## config.mk

```make
export PLATFORM = sky130hd
export DESIGN_NAME = sliding_window_arq_sender_core
export DESIGN_NICKNAME = d
export VERILOG_FILES = /design/src/hw/rtl/swa_pkg.sv /design/src/hw/rtl/swa_queue.sv /design/src/hw/rtl/swa_front.sv /design/src/hw/rtl/swa_back.sv /design/src/hw/rtl/sliding_window_arq_sender_core.sv
export SDC_FILE = /design/constraint.sdc
export NUM_CORES = 1
export LEC_CHECK = 0
export BUFFER_PORTS_ARGS = -buffer_cell sky130_fd_sc_hd__buf_2
export CAP_MARGIN = 20
export CORE_ASPECT_RATIO = 0.7
export CORE_MARGIN = 2
export CORE_UTILIZATION = 45
export CTS_BUF_LIST = sky130_fd_sc_hd__clkbuf_16
export DETAILED_ROUTE_END_ITERATION = 16
export MAX_ROUTING_LAYER = met4
export PLACE_DENSITY = 0.65
export SYNTH_ARGS = -nofsm -noshare
export SYNTH_HDL_FRONTEND = slang
export SYNTH_SLANG_ARGS = --single-unit
```

## constraint.sdc

```tcl
create_clock -name i_clk -period 4.6 [get_ports i_clk]
set_input_delay 0.92 -clock i_clk [delete_from_list [all_inputs] [get_ports i_clk]]
set_output_delay 0.92 -clock i_clk [all_outputs]
set_load 0.005 [all_outputs]
```

## src/hw/rtl/swa_pkg.sv

```systemverilog
// shared types and constants for the sliding window arq sender
// no dependencies; imported by every module of the block
`timescale 1ns / 1ps

package swa_pkg;

    localparam int WINDOW_SLOTS_DEF = 3;
    localparam int SEQ_BITS_DEF     = 24;

    localparam int FUNC_BITS      = 2;
    localparam int LABEL_BITS     = 2;
    localparam int TAIL_BITS      = 7;
    localparam int RETRY_BITS     = 5;
    localparam int CFG_INDEX_BITS = 2;
    localparam int QUEUE_DEPTH    = 2;

    localparam logic [RETRY_BITS-1:0] RETRY_RESET = 5'd20;

    // event kinds
    localparam logic [FUNC_BITS-1:0] FUNC_START   = 2'd0;
    localparam logic [FUNC_BITS-1:0] FUNC_ACK     = 2'd1;
    localparam logic [FUNC_BITS-1:0] FUNC_NAK     = 2'd2;
    localparam logic [FUNC_BITS-1:0] FUNC_TIMEOUT = 2'd3;

    // configuration register indexes
    localparam logic [CFG_INDEX_BITS-1:0] CFG_PACKET_COUNT = 2'd0;
    localparam logic [CFG_INDEX_BITS-1:0] CFG_TAIL_LENGTH  = 2'd1;
    localparam logic [CFG_INDEX_BITS-1:0] CFG_RETRY_LIMIT  = 2'd2;

    typedef enum logic [1:0] {
        ST_SENDING = 2'd0,
        ST_DONE    = 2'd1,
        ST_FAILED  = 2'd2
    } t_status;

    typedef enum logic [3:0] {
        PH_IDLE = 4'b0001,
        PH_SEND = 4'b0010,
        PH_LAST = 4'b0100,
        PH_DONE = 4'b1000
    } t_phase;

    // work handed from the event decoder to the transmit sequencer
    typedef struct packed {
        logic    fresh;
        t_status status;
    } t_job;

endpackage

```

## src/hw/rtl/swa_queue.sv

```systemverilog
// two-entry job queue between the event decoder and the transmit sequencer
// depends on swa_pkg for the job type and depth
`timescale 1ns / 1ps

module swa_queue
    import swa_pkg::*;
(
    input  logic i_clk,
    input  logic i_rst_n,
    input  logic i_push,
    input  t_job i_job,
    input  logic i_pop,
    output t_job o_job,
    output logic o_valid,
    output logic o_full
);

    localparam int PtrW = (QUEUE_DEPTH > 1) ? $clog2(QUEUE_DEPTH) : 1;
    localparam int CntW = $clog2(QUEUE_DEPTH + 1);

    t_job            r_mem [QUEUE_DEPTH];
    logic [PtrW-1:0] r_wr_ptr;
    logic [PtrW-1:0] r_rd_ptr;
    logic [CntW-1:0] r_count;
    logic [PtrW-1:0] n_wr_ptr;
    logic [PtrW-1:0] n_rd_ptr;
    logic [CntW-1:0] n_count;
    logic            do_push;
    logic            do_pop;

    assign o_valid = (r_count != '0);
    assign o_full  = (r_count == CntW'(QUEUE_DEPTH));
    assign do_push = i_push && !o_full;
    assign do_pop  = i_pop && o_valid;
    assign o_job   = r_mem[r_rd_ptr];

    always_comb begin
        n_wr_ptr = r_wr_ptr;
        n_rd_ptr = r_rd_ptr;
        n_count  = r_count;
        if (do_push) begin
            n_wr_ptr = (r_wr_ptr == PtrW'(QUEUE_DEPTH - 1)) ? '0 : r_wr_ptr + 1'b1;
        end
        if (do_pop) begin
            n_rd_ptr = (r_rd_ptr == PtrW'(QUEUE_DEPTH - 1)) ? '0 : r_rd_ptr + 1'b1;
        end
        case ({do_push, do_pop})
            2'b10:   n_count = r_count + 1'b1;
            2'b01:   n_count = r_count - 1'b1;
            default: n_count = r_count;
        endcase
    end

    always_ff @(posedge i_clk) begin
        if (!i_rst_n) begin
            r_wr_ptr <= '0;
            r_rd_ptr <= '0;
            r_count  <= '0;
        end else begin
            r_wr_ptr <= n_wr_ptr;
            r_rd_ptr <= n_rd_ptr;
            r_count  <= n_count;
        end
    end

    always_ff @(posedge i_clk) begin
        if (do_push) begin
            r_mem[r_wr_ptr] <= i_job;
        end
    end

endmodule

```

## src/hw/rtl/swa_front.sv

```systemverilog
// event decoder: configuration, window state, slot store and slot refill
// depends on swa_pkg; feeds jobs to swa_queue, slot contents to swa_back
`timescale 1ns / 1ps

module swa_front
    import swa_pkg::*;
#(
    parameter int WINDOW_SLOTS = WINDOW_SLOTS_DEF,
    parameter int SEQ_BITS     = SEQ_BITS_DEF
) (
    input  logic                            i_clk,
    input  logic                            i_rst_n,
    input  logic                            i_accept,
    input  logic [FUNC_BITS-1:0]            i_func,
    input  logic [LABEL_BITS-1:0]           i_ack_label,
    input  logic signed [SEQ_BITS:0]        i_ack_seq,
    input  logic                            i_cfg_we,
    input  logic [CFG_INDEX_BITS-1:0]       i_cfg_index,
    input  logic [SEQ_BITS-1:0]             i_cfg_data,
    input  logic                            i_q_full,
    output logic                            o_push,
    output t_job                            o_job,
    output logic                            o_busy,
    output logic [LABEL_BITS-1:0]           o_labels [WINDOW_SLOTS],
    output logic [SEQ_BITS:0]               o_words  [WINDOW_SLOTS],
    output logic [$clog2(WINDOW_SLOTS)-1:0] o_head,
    output logic [$clog2(WINDOW_SLOTS)-1:0] o_tail
);

    localparam int SlotW = $clog2(WINDOW_SLOTS);
    localparam int CntW  = $clog2(WINDOW_SLOTS + 1);
    localparam int WordW = SEQ_BITS + 1;

    typedef enum logic [3:0] {
        F_IDLE   = 4'b0001,
        F_DECODE = 4'b0010,
        F_LOAD   = 4'b0100,
        F_FINISH = 4'b1000
    } t_fstate;

    // configuration
    logic [SEQ_BITS-1:0]   r_packet_count;
    logic [TAIL_BITS-1:0]  r_tail_length;
    logic [RETRY_BITS-1:0] r_retry_limit;

    // latched event
    logic [FUNC_BITS-1:0]  r_func;
    logic [LABEL_BITS-1:0] r_label;
    logic [WordW-1:0]      r_seq;

    // slot store, no reset
    logic [LABEL_BITS-1:0] r_labels [WINDOW_SLOTS];
    logic [WordW-1:0]      r_words  [WINDOW_SLOTS];

    t_fstate               r_state,  n_state;
    t_phase                r_phase,  n_phase;
    logic [SlotW-1:0]      r_head,   n_head;
    logic [SlotW-1:0]      r_tail,   n_tail;
    logic [SlotW-1:0]      r_newest, n_newest;
    logic [SEQ_BITS-1:0]   r_loaded, n_loaded;
    logic [LABEL_BITS-1:0] r_next_label, n_next_label;
    logic [RETRY_BITS-1:0] r_retries, n_retries;
    logic [SlotW-1:0]      r_idx,    n_idx;
    logic [CntW-1:0]       r_cnt,    n_cnt;
    logic [SlotW-1:0]      r_k,      n_k;
    logic [SlotW-1:0]      r_first,  n_first;
    logic [SlotW-1:0]      r_latest, n_latest;
    logic                  r_any,    n_any;
    logic                  r_restart, n_restart;

    logic [SEQ_BITS-1:0]   eff_count;
    logic                  remaining;
    logic [SEQ_BITS-1:0]   loaded_inc;
    logic [WordW-1:0]      load_word;
    logic                  load_en;
    logic [WINDOW_SLOTS-1:0] hit;
    logic                  match_valid;
    logic [SlotW-1:0]      match_k;
    logic [SlotW-1:0]      after_newest;
    logic [SlotW-1:0]      idx_next;

    function automatic logic [SlotW-1:0] slot_next(input logic [SlotW-1:0] s);
        slot_next = (s == SlotW'(WINDOW_SLOTS - 1)) ? '0 : s + 1'b1;
    endfunction

    // a packet count of zero behaves as a single packet
    assign eff_count  = (r_packet_count == '0) ? SEQ_BITS'(1) : r_packet_count;
    assign remaining  = (r_loaded < eff_count);
    assign loaded_inc = r_loaded + 1'b1;
    // the final packet carries minus the tail length
    assign load_word  = (loaded_inc == eff_count)
                        ? (WordW'(0) - WordW'(r_tail_length))
                        : {1'b0, loaded_inc};
    assign after_newest = slot_next(r_newest);
    assign idx_next     = slot_next(r_idx);

    always_comb begin
        for (int i = 0; i < WINDOW_SLOTS; i++) begin
            hit[i] = (r_labels[i] == r_label) && (r_words[i] == r_seq);
        end
    end

    // lowest matching slot wins
    always_comb begin
        match_k = '0;
        for (int i = WINDOW_SLOTS - 1; i >= 0; i--) begin
            if (hit[i]) begin
                match_k = SlotW'(i);
            end
        end
    end
    assign match_valid = |hit;

    always_comb begin
        n_state      = r_state;
        n_phase      = r_phase;
        n_head       = r_head;
        n_tail       = r_tail;
        n_newest     = r_newest;
        n_loaded     = r_loaded;
        n_next_label = r_next_label;
        n_retries    = r_retries;
        n_idx        = r_idx;
        n_cnt        = r_cnt;
        n_k          = r_k;
        n_first      = r_first;
        n_latest     = r_latest;
        n_any        = r_any;
        n_restart    = r_restart;
        load_en      = 1'b0;
        o_push       = 1'b0;
        o_job        = '{fresh: 1'b0, status: ST_SENDING};
        case (r_state)
            F_IDLE: begin
                if (i_accept) begin
                    n_state = F_DECODE;
                end
            end
            F_DECODE: begin
                if (!i_q_full) begin
                    n_state = F_IDLE;
                    if (r_func == FUNC_START) begin
                        n_loaded     = '0;
                        n_next_label = '0;
                        n_head       = '0;
                        n_idx        = '0;
                        n_cnt        = '0;
                        n_restart    = 1'b1;
                        n_state      = F_LOAD;
                    end else if (r_phase != PH_SEND && r_phase != PH_LAST) begin
                        n_state = F_IDLE;
                    end else if (r_func == FUNC_TIMEOUT) begin
                        o_push = 1'b1;
                        if (r_phase == PH_LAST && r_retries <= RETRY_BITS'(1)) begin
                            n_phase = PH_DONE;
                            o_job   = '{fresh: 1'b0, status: ST_FAILED};
                        end else begin
                            if (r_phase == PH_LAST) begin
                                n_retries = r_retries - 1'b1;
                            end
                        end
                    end else if (match_valid) begin
                        if (r_func == FUNC_NAK) begin
                            n_head = match_k;
                            n_tail = r_newest;
                        end else if (r_phase == PH_SEND) begin
                            n_restart = 1'b0;
                            n_any     = 1'b0;
                            n_k       = match_k;
                            n_first   = after_newest;
                            n_idx     = after_newest;
                            n_state   = F_LOAD;
                        end else if (match_k == r_newest) begin
                            o_push  = 1'b1;
                            o_job   = '{fresh: 1'b0, status: ST_DONE};
                            n_phase = PH_DONE;
                        end else begin
                            n_tail = match_k;
                        end
                    end
                end
            end
            F_LOAD: begin
                // one slot refilled per cycle
                if (r_restart) begin
                    if (r_cnt != CntW'(WINDOW_SLOTS) && remaining) begin
                        load_en  = 1'b1;
                        n_latest = r_idx;
                        n_idx    = idx_next;
                        n_cnt    = r_cnt + 1'b1;
                    end else begin
                        n_state = F_FINISH;
                    end
                end else begin
                    if (remaining) begin
                        load_en  = 1'b1;
                        n_latest = r_idx;
                        n_any    = 1'b1;
                        if (r_idx == r_k) begin
                            n_state = F_FINISH;
                        end else begin
                            n_idx = idx_next;
                        end
                    end else begin
                        n_state = F_FINISH;
                    end
                end
                if (load_en) begin
                    n_loaded     = loaded_inc;
                    n_next_label = r_next_label + 1'b1;
                end
            end
            F_FINISH: begin
                if (!i_q_full) begin
                    n_state = F_IDLE;
                    if (!remaining) begin
                        n_phase   = PH_LAST;
                        n_retries = r_retry_limit;
                    end
                    if (r_restart) begin
                        n_tail    = r_latest;
                        n_newest  = r_latest;
                        n_retries = r_retry_limit;
                        if (remaining) begin
                            n_phase = PH_SEND;
                        end
                        o_push = 1'b1;
                        o_job  = '{fresh: 1'b1, status: ST_SENDING};
                    end else if (r_any) begin
                        n_head   = r_first;
                        n_tail   = r_latest;
                        n_newest = r_latest;
                        o_push   = 1'b1;
                        o_job    = '{fresh: 1'b1, status: ST_SENDING};
                    end
                end
            end
            default: begin
                n_state = F_IDLE;
            end
        endcase
    end

    always_ff @(posedge i_clk) begin
        if (!i_rst_n) begin
            r_state      <= F_IDLE;
            r_phase      <= PH_IDLE;
            r_head       <= '0;
            r_tail       <= '0;
            r_newest     <= '0;
            r_loaded     <= '0;
            r_next_label <= '0;
            r_retries    <= RETRY_RESET;
            r_idx        <= '0;
            r_cnt        <= '0;
            r_k          <= '0;
            r_first      <= '0;
            r_latest     <= '0;
            r_any        <= 1'b0;
            r_restart    <= 1'b0;
        end else begin
            r_state      <= n_state;
            r_phase      <= n_phase;
            r_head       <= n_head;
            r_tail       <= n_tail;
            r_newest     <= n_newest;
            r_loaded     <= n_loaded;
            r_next_label <= n_next_label;
            r_retries    <= n_retries;
            r_idx        <= n_idx;
            r_cnt        <= n_cnt;
            r_k          <= n_k;
            r_first      <= n_first;
            r_latest     <= n_latest;
            r_any        <= n_any;
            r_restart    <= n_restart;
        end
    end

    always_ff @(posedge i_clk) begin
        if (!i_rst_n) begin
            r_packet_count <= SEQ_BITS'(1);
            r_tail_length  <= '0;
            r_retry_limit  <= RETRY_RESET;
        end else if (i_cfg_we) begin
            case (i_cfg_index)
                CFG_PACKET_COUNT: r_packet_count <= i_cfg_data;
                CFG_TAIL_LENGTH:  r_tail_length  <= i_cfg_data[TAIL_BITS-1:0];
                CFG_RETRY_LIMIT:  r_retry_limit  <= i_cfg_data[RETRY_BITS-1:0];
                default: begin
                end
            endcase
        end
    end

    always_ff @(posedge i_clk) begin
        if (i_accept) begin
            r_func  <= i_func;
            r_label <= i_ack_label;
            r_seq   <= i_ack_seq;
        end
    end

    always_ff @(posedge i_clk) begin
        if (load_en) begin
            r_words[r_idx]  <= load_word;
            r_labels[r_idx] <= r_next_label;
        end
    end

    assign o_busy   = (r_state != F_IDLE);
    assign o_labels = r_labels;
    assign o_words  = r_words;
    assign o_head   = r_head;
    assign o_tail   = r_tail;

endmodule

```

## src/hw/rtl/swa_back.sv

```systemverilog
// transmit sequencer: walks the window from head to tail, one slot per cycle
// depends on swa_pkg; takes jobs from swa_queue and slot contents from swa_front
`timescale 1ns / 1ps

module swa_back
    import swa_pkg::*;
#(
    parameter int WINDOW_SLOTS = WINDOW_SLOTS_DEF,
    parameter int SEQ_BITS     = SEQ_BITS_DEF
) (
    input  logic                            i_clk,
    input  logic                            i_rst_n,
    input  logic                            i_q_valid,
    input  t_job                            i_job,
    output logic                            o_pop,
    input  logic [LABEL_BITS-1:0]           i_labels [WINDOW_SLOTS],
    input  logic [SEQ_BITS:0]               i_words  [WINDOW_SLOTS],
    input  logic [$clog2(WINDOW_SLOTS)-1:0] i_head,
    input  logic [$clog2(WINDOW_SLOTS)-1:0] i_tail,
    output logic                            o_active,
    output logic                            o_strobe,
    output logic [$clog2(WINDOW_SLOTS)-1:0] o_slot,
    output logic signed [SEQ_BITS:0]        o_frame_seq,
    output logic [LABEL_BITS-1:0]           o_frame_label,
    output logic                            o_fresh,
    output logic [1:0]                      o_status,
    output logic                            o_last
);

    localparam int SlotW = $clog2(WINDOW_SLOTS);

    logic             r_active;
    t_job             r_job;
    logic [SlotW-1:0] r_idx;
    logic             is_report;
    logic             at_tail;

    assign o_pop     = !r_active && i_q_valid;
    assign is_report = (r_job.status != ST_SENDING);
    assign at_tail   = (r_idx == i_tail);

    always_ff @(posedge i_clk) begin
        if (!i_rst_n) begin
            r_active <= 1'b0;
        end else if (o_pop) begin
            r_active <= 1'b1;
        end else if (r_active && (is_report || at_tail)) begin
            r_active <= 1'b0;
        end
    end

    always_ff @(posedge i_clk) begin
        if (o_pop) begin
            r_job <= i_job;
            r_idx <= i_head;
        end else if (r_active) begin
            r_idx <= (r_idx == SlotW'(WINDOW_SLOTS - 1)) ? '0 : r_idx + 1'b1;
        end
    end

    // status items carry zeroed slot fields
    assign o_active      = r_active;
    assign o_strobe      = r_active;
    assign o_slot        = is_report ? '0 : r_idx;
    assign o_frame_seq   = is_report ? '0 : i_words[r_idx];
    assign o_frame_label = is_report ? '0 : i_labels[r_idx];
    assign o_fresh       = is_report ? 1'b0 : r_job.fresh;
    assign o_status      = r_job.status;
    assign o_last        = is_report || at_tail;

endmodule

```

## src/hw/rtl/sliding_window_arq_sender_core.sv

```systemverilog
// top level of the go-back-n window controller: decoder, job queue, sequencer
// depends on swa_pkg, swa_front, swa_queue and swa_back
//
// channel   handshake              payload
// event     i_start / o_busy       i_func, i_ack_label, i_ack_seq
// result    o_strobe (no stall)    o_slot, o_frame_seq, o_frame_label,
//                                  o_fresh, o_status, o_last
// config    i_cfg_we               i_cfg_index, i_cfg_data
//
// an item is taken when i_start is high and o_busy low; o_busy stays high
// until every result of that item has been shown
// each item passes accept and decode; start and a sliding ack then refill slots
// (one slot refill per cycle); the job then goes through the queue and gives
// one result per slot (up to WINDOW_SLOTS); ignored events end after decode
// i_rst_n is synchronous and active low; slot contents are not reset
// results are strobed for one cycle each and cannot be held off
`timescale 1ns / 1ps

module sliding_window_arq_sender_core
    import swa_pkg::*;
#(
    parameter int WINDOW_SLOTS = WINDOW_SLOTS_DEF,
    parameter int SEQ_BITS     = SEQ_BITS_DEF
) (
    input  logic                            i_clk,
    input  logic                            i_rst_n,
    input  logic                            i_start,
    output logic                            o_busy,
    input  logic [FUNC_BITS-1:0]            i_func,
    input  logic [LABEL_BITS-1:0]           i_ack_label,
    input  logic signed [SEQ_BITS:0]        i_ack_seq,
    input  logic                            i_cfg_we,
    input  logic [CFG_INDEX_BITS-1:0]       i_cfg_index,
    input  logic [SEQ_BITS-1:0]             i_cfg_data,
    output logic                            o_strobe,
    output logic [$clog2(WINDOW_SLOTS)-1:0] o_slot,
    output logic signed [SEQ_BITS:0]        o_frame_seq,
    output logic [LABEL_BITS-1:0]           o_frame_label,
    output logic                            o_fresh,
    output logic [1:0]                      o_status,
    output logic                            o_last
);

    localparam int SlotW = $clog2(WINDOW_SLOTS);

    logic                  accept;
    logic                  front_busy;
    logic                  back_active;
    logic                  q_push;
    logic                  q_pop;
    logic                  q_valid;
    logic                  q_full;
    t_job                  push_job;
    t_job                  head_job;
    logic [LABEL_BITS-1:0] slot_labels [WINDOW_SLOTS];
    logic [SEQ_BITS:0]     slot_words  [WINDOW_SLOTS];
    logic [SlotW-1:0]      win_head;
    logic [SlotW-1:0]      win_tail;

    assign o_busy = front_busy || q_valid || back_active;
    assign accept = i_start && !o_busy;

    swa_front #(
        .WINDOW_SLOTS (WINDOW_SLOTS),
        .SEQ_BITS     (SEQ_BITS)
    ) u_front (
        .i_clk       (i_clk),
        .i_rst_n     (i_rst_n),
        .i_accept    (accept),
        .i_func      (i_func),
        .i_ack_label (i_ack_label),
        .i_ack_seq   (i_ack_seq),
        .i_cfg_we    (i_cfg_we),
        .i_cfg_index (i_cfg_index),
        .i_cfg_data  (i_cfg_data),
        .i_q_full    (q_full),
        .o_push      (q_push),
        .o_job       (push_job),
        .o_busy      (front_busy),
        .o_labels    (slot_labels),
        .o_words     (slot_words),
        .o_head      (win_head),
        .o_tail      (win_tail)
    );

    swa_queue u_queue (
        .i_clk   (i_clk),
        .i_rst_n (i_rst_n),
        .i_push  (q_push),
        .i_job   (push_job),
        .i_pop   (q_pop),
        .o_job   (head_job),
        .o_valid (q_valid),
        .o_full  (q_full)
    );

    swa_back #(
        .WINDOW_SLOTS (WINDOW_SLOTS),
        .SEQ_BITS     (SEQ_BITS)
    ) u_back (
        .i_clk         (i_clk),
        .i_rst_n       (i_rst_n),
        .i_q_valid     (q_valid),
        .i_job         (head_job),
        .o_pop         (q_pop),
        .i_labels      (slot_labels),
        .i_words       (slot_words),
        .i_head        (win_head),
        .i_tail        (win_tail),
        .o_active      (back_active),
        .o_strobe      (o_strobe),
        .o_slot        (o_slot),
        .o_frame_seq   (o_frame_seq),
        .o_frame_label (o_frame_label),
        .o_fresh       (o_fresh),
        .o_status      (o_status),
        .o_last        (o_last)
    );

endmodule
```

==> impl_metrics.toml <==
[clock_tree]
clock_path_buffers = 3
cts_sinks = 219
cts_made_buffers = 23
cts.repair.resized = 0
cts_tree = "built"
cts.htree.levels = 1
clk_latency_ns = 0.55
postCtsSetupBuffers = 0
hold_buffers = 0
clkSlewWorstSetupHoldPaths_ns = 0.06
root_buffer = "clkbuf_16"

[detailed_routing]
drcViolationCount = 0
drtIter0Drc = 811
routedWlPerCell_um = 19.7
vias = 9486
wirelength_um = 32700
via_per_inst = 5.70
antenna_left = 0
dr.pass1.iters = 5

[setup_path]
r2r_cells = 9
cp-start-kind = "flop"
cp_data_required_time_ns = 4.89
critPathKind = "reg -> reg"
r2r_end = "u_front.o_words[51]"
rrSetupSlack_ns = 0.50
path_max_fanout = 25
r2r-start = "u_front.r_loaded[3]"
cp-endpoint = "u_front.o_words[51]"
endpoint_kind = "flop"
arrival_ns = 4.38
startpoint = "u_front.r_loaded[3]"

[sta]
finalHoldViolations = 0
grt_setup_unrepaired = "false"
clock-skew-final_ns = 0.0168
timing.final.ws_setup_ns = 0.500
finalCritPeriodShare_pct = 89.1
period_needed_ns = 4.10
fmax_ghz = 0.244
maxSlewViolCount = 0
max_slew_margin_pct = 38.8
setup_viol = 0
tightest_slew_ns = 0.918
fin_setup_tns_ns = 0

[pwr]
peakVddDrop_mv = 0.301
p_leak_uw = 0.00510
power.density_nw_per_um2 = 385

[job]
max-cap-violations = 0

[global_route]
grt_overflow = 0
grt_max_degree = 60
grt_pass1_wl_um = 49500
grtUsageTotal_pct = 23.8
antenna_found_initial = 1
grt_pass1_vias = 8534

[floorplanning]
core_area_sq_um = 25900
die_area_sq_um = 27800
start_util_pct = 46.1
die_w_um = 199
ios = 94
die_h_um = 140
fp-row-count = 49

[finish]
area_growth_pct = 12.8
drive_above_1_share_pct = 13.9
final_cell_mix = "138 x nor2_1, 121 x edfxtp_1, 113 x nand2_1, 98 x dfxtp_1, 93 x buf_2"
nNetsFinal = 1378
finalNonFillerCells = 1663
final_common_cell = "nor2_1"

[place]
port_buffers = 93
dp_hpwl_um = 23600
dp_slack_ns = 0.582
dp.cells = 1621
gp_congestion = 0.956

[synthesis]
ys_ff_latch = 219
synth_top_area_share_pct = 30.5
synth_cell_types = 82
mappedNetlistArea_sq_um = 11900
synth_ff_type = "edfxtp_1"
ys_seq_area_share_pct = 46.9
synth_top_area_cell = "edfxtp_1"
synthTopCellsByArea = "edfxtp_1 30%, dfxtp_1 16%, mux2i_1 6.0%"
synthArstFlopShare_pct = 0
avgSynthCellArea_sq_um = 9.78
synth_warnings = 0
syn_inst = 1220
synth-edff-count = 121
synthesis.nets = 1309

[outcome]
status = "finished, final reports clean"

[worst_hold_path]
hold_depth = 2
hold_class = "reg -> reg"
worst max-delay path, cell delays in order, from the launching register on:
cell,delay (ns)
dfxtp_1,0.55
nand3_2,0.41
or3_1,0.65
nor3_1,0.50
nand3_1,0.23
xor2_1,0.28
xnor2_1,0.11
or4_1,0.46
buf_4,0.29
mux2_4,0.36
flip-flops by register name (all words and copies together) (netlist names), 4 cells and up:
register	flops
u_front.r_phase	4
u_front.r_tail_length	7
u_front.r_seq	25
u_front.r_retry_limit	5
u_front.o_words	75
u_front.r_packet_count	24
u_front.o_labels	6
u_front.r_loaded	24
u_front.r_retries	5
u_queue.r_mem	6
u_front.r_state	4
where the power goes:
group          switching, uW  internal, uW
Combinational            557           353
Clock                    815          1080
Sequential               158          2220
Total                   1530          3660
layout make-up:
type	count	area (sq um)
inverter	40	150
tap	357	447
clock buffer	26	651
timing repair buffer	112	608
fill	2424	12400
sequential	219	5600
clock inverter	15	119
multi-input combinational	893	5880
antenna	1	2.50
cell families (layout without fill, tap and decap cells):
kind of cell / count (synthesis) / count (layout) / synth area share (%)
mux: 78 / 78 / 6.64
fa+ha+maj: 30 / 30 / 3.15
buf+inv: 108 / 193 / 4.01
flops: 219 / 219 / 46.9
other cells: 0 / 1 / 0
xor+xnor: 127 / 127 / 9.44
compound gates: 215 / 215 / 11.1
simple gates: 443 / 443 / 18.7
cell usage after synthesis (all sizes together), types with 4 or more instances:
master / number
ha: 30
o32ai: 4
clkbuf: 46
and4: 6
o31ai: 9
nand4: 26
nand3: 26
a21oi: 80
mux2i: 72
inv: 39
a211oi: 7
mux2: 6
buf: 22
nor3: 20
o21a: 4
or3: 8
a31oi: 4
nand2b: 10
o41ai: 7
nand3b: 6
xor2: 62
a21o: 5
nor3b: 7
nor2b: 12
o21ai: 56
edfxtp: 121
nand2: 113
xnor2: 64
o2111ai: 4
or4: 11
nor2: 138
nor4: 29
and2: 7
o211ai: 6
or4b: 4
dfxtp: 98
and3: 6
stage by stage:
| step | total power (uW) | area, sq um | util [%] | hold WS, ns |
|---|---|---|---|---|
| global placement | 3310 | 12700 | 49.0 | 0.449 |
| floorplan | 3000 | 11900 | - | 0.431 |
| CTS | 5220 | 13500 | 52.0 | 0.461 |
| detailed placement | 3320 | 12700 | 49.0 | 0.451 |
| global route | 5390 | 13500 | 52.0 | 0.483 |
| finish | 5190 | 13500 | 52.0 | 0.458 |
metal layers:
metal	vias to the layer above	global-route usage, %	wire length, um
li1	4526	-	-
met1	4543	36.5	15900
met2	361	30.7	12900
met3	56	5.61	3000
met4	0	6.32	909
met5	-	-	0
how the worst min path moves through the flow:
stage | startpoint | to | slack, ns
after floorplan | u_front.o_head[1] | u_front.o_head[1] | 0.43
after global routing | u_front.r_k[0] | u_front.r_k[0] | 0.48
final | u_front.r_first[1] | u_front.r_first[1] | 0.46
after global placement | u_front.r_first[1] | u_front.r_first[1] | 0.45
after detailed placement | u_front.r_first[1] | u_front.r_first[1] | 0.45
after CTS | u_front.r_first[1] | u_front.r_first[1] | 0.46
No activity file was read; power rests on OpenSTA's default activity.
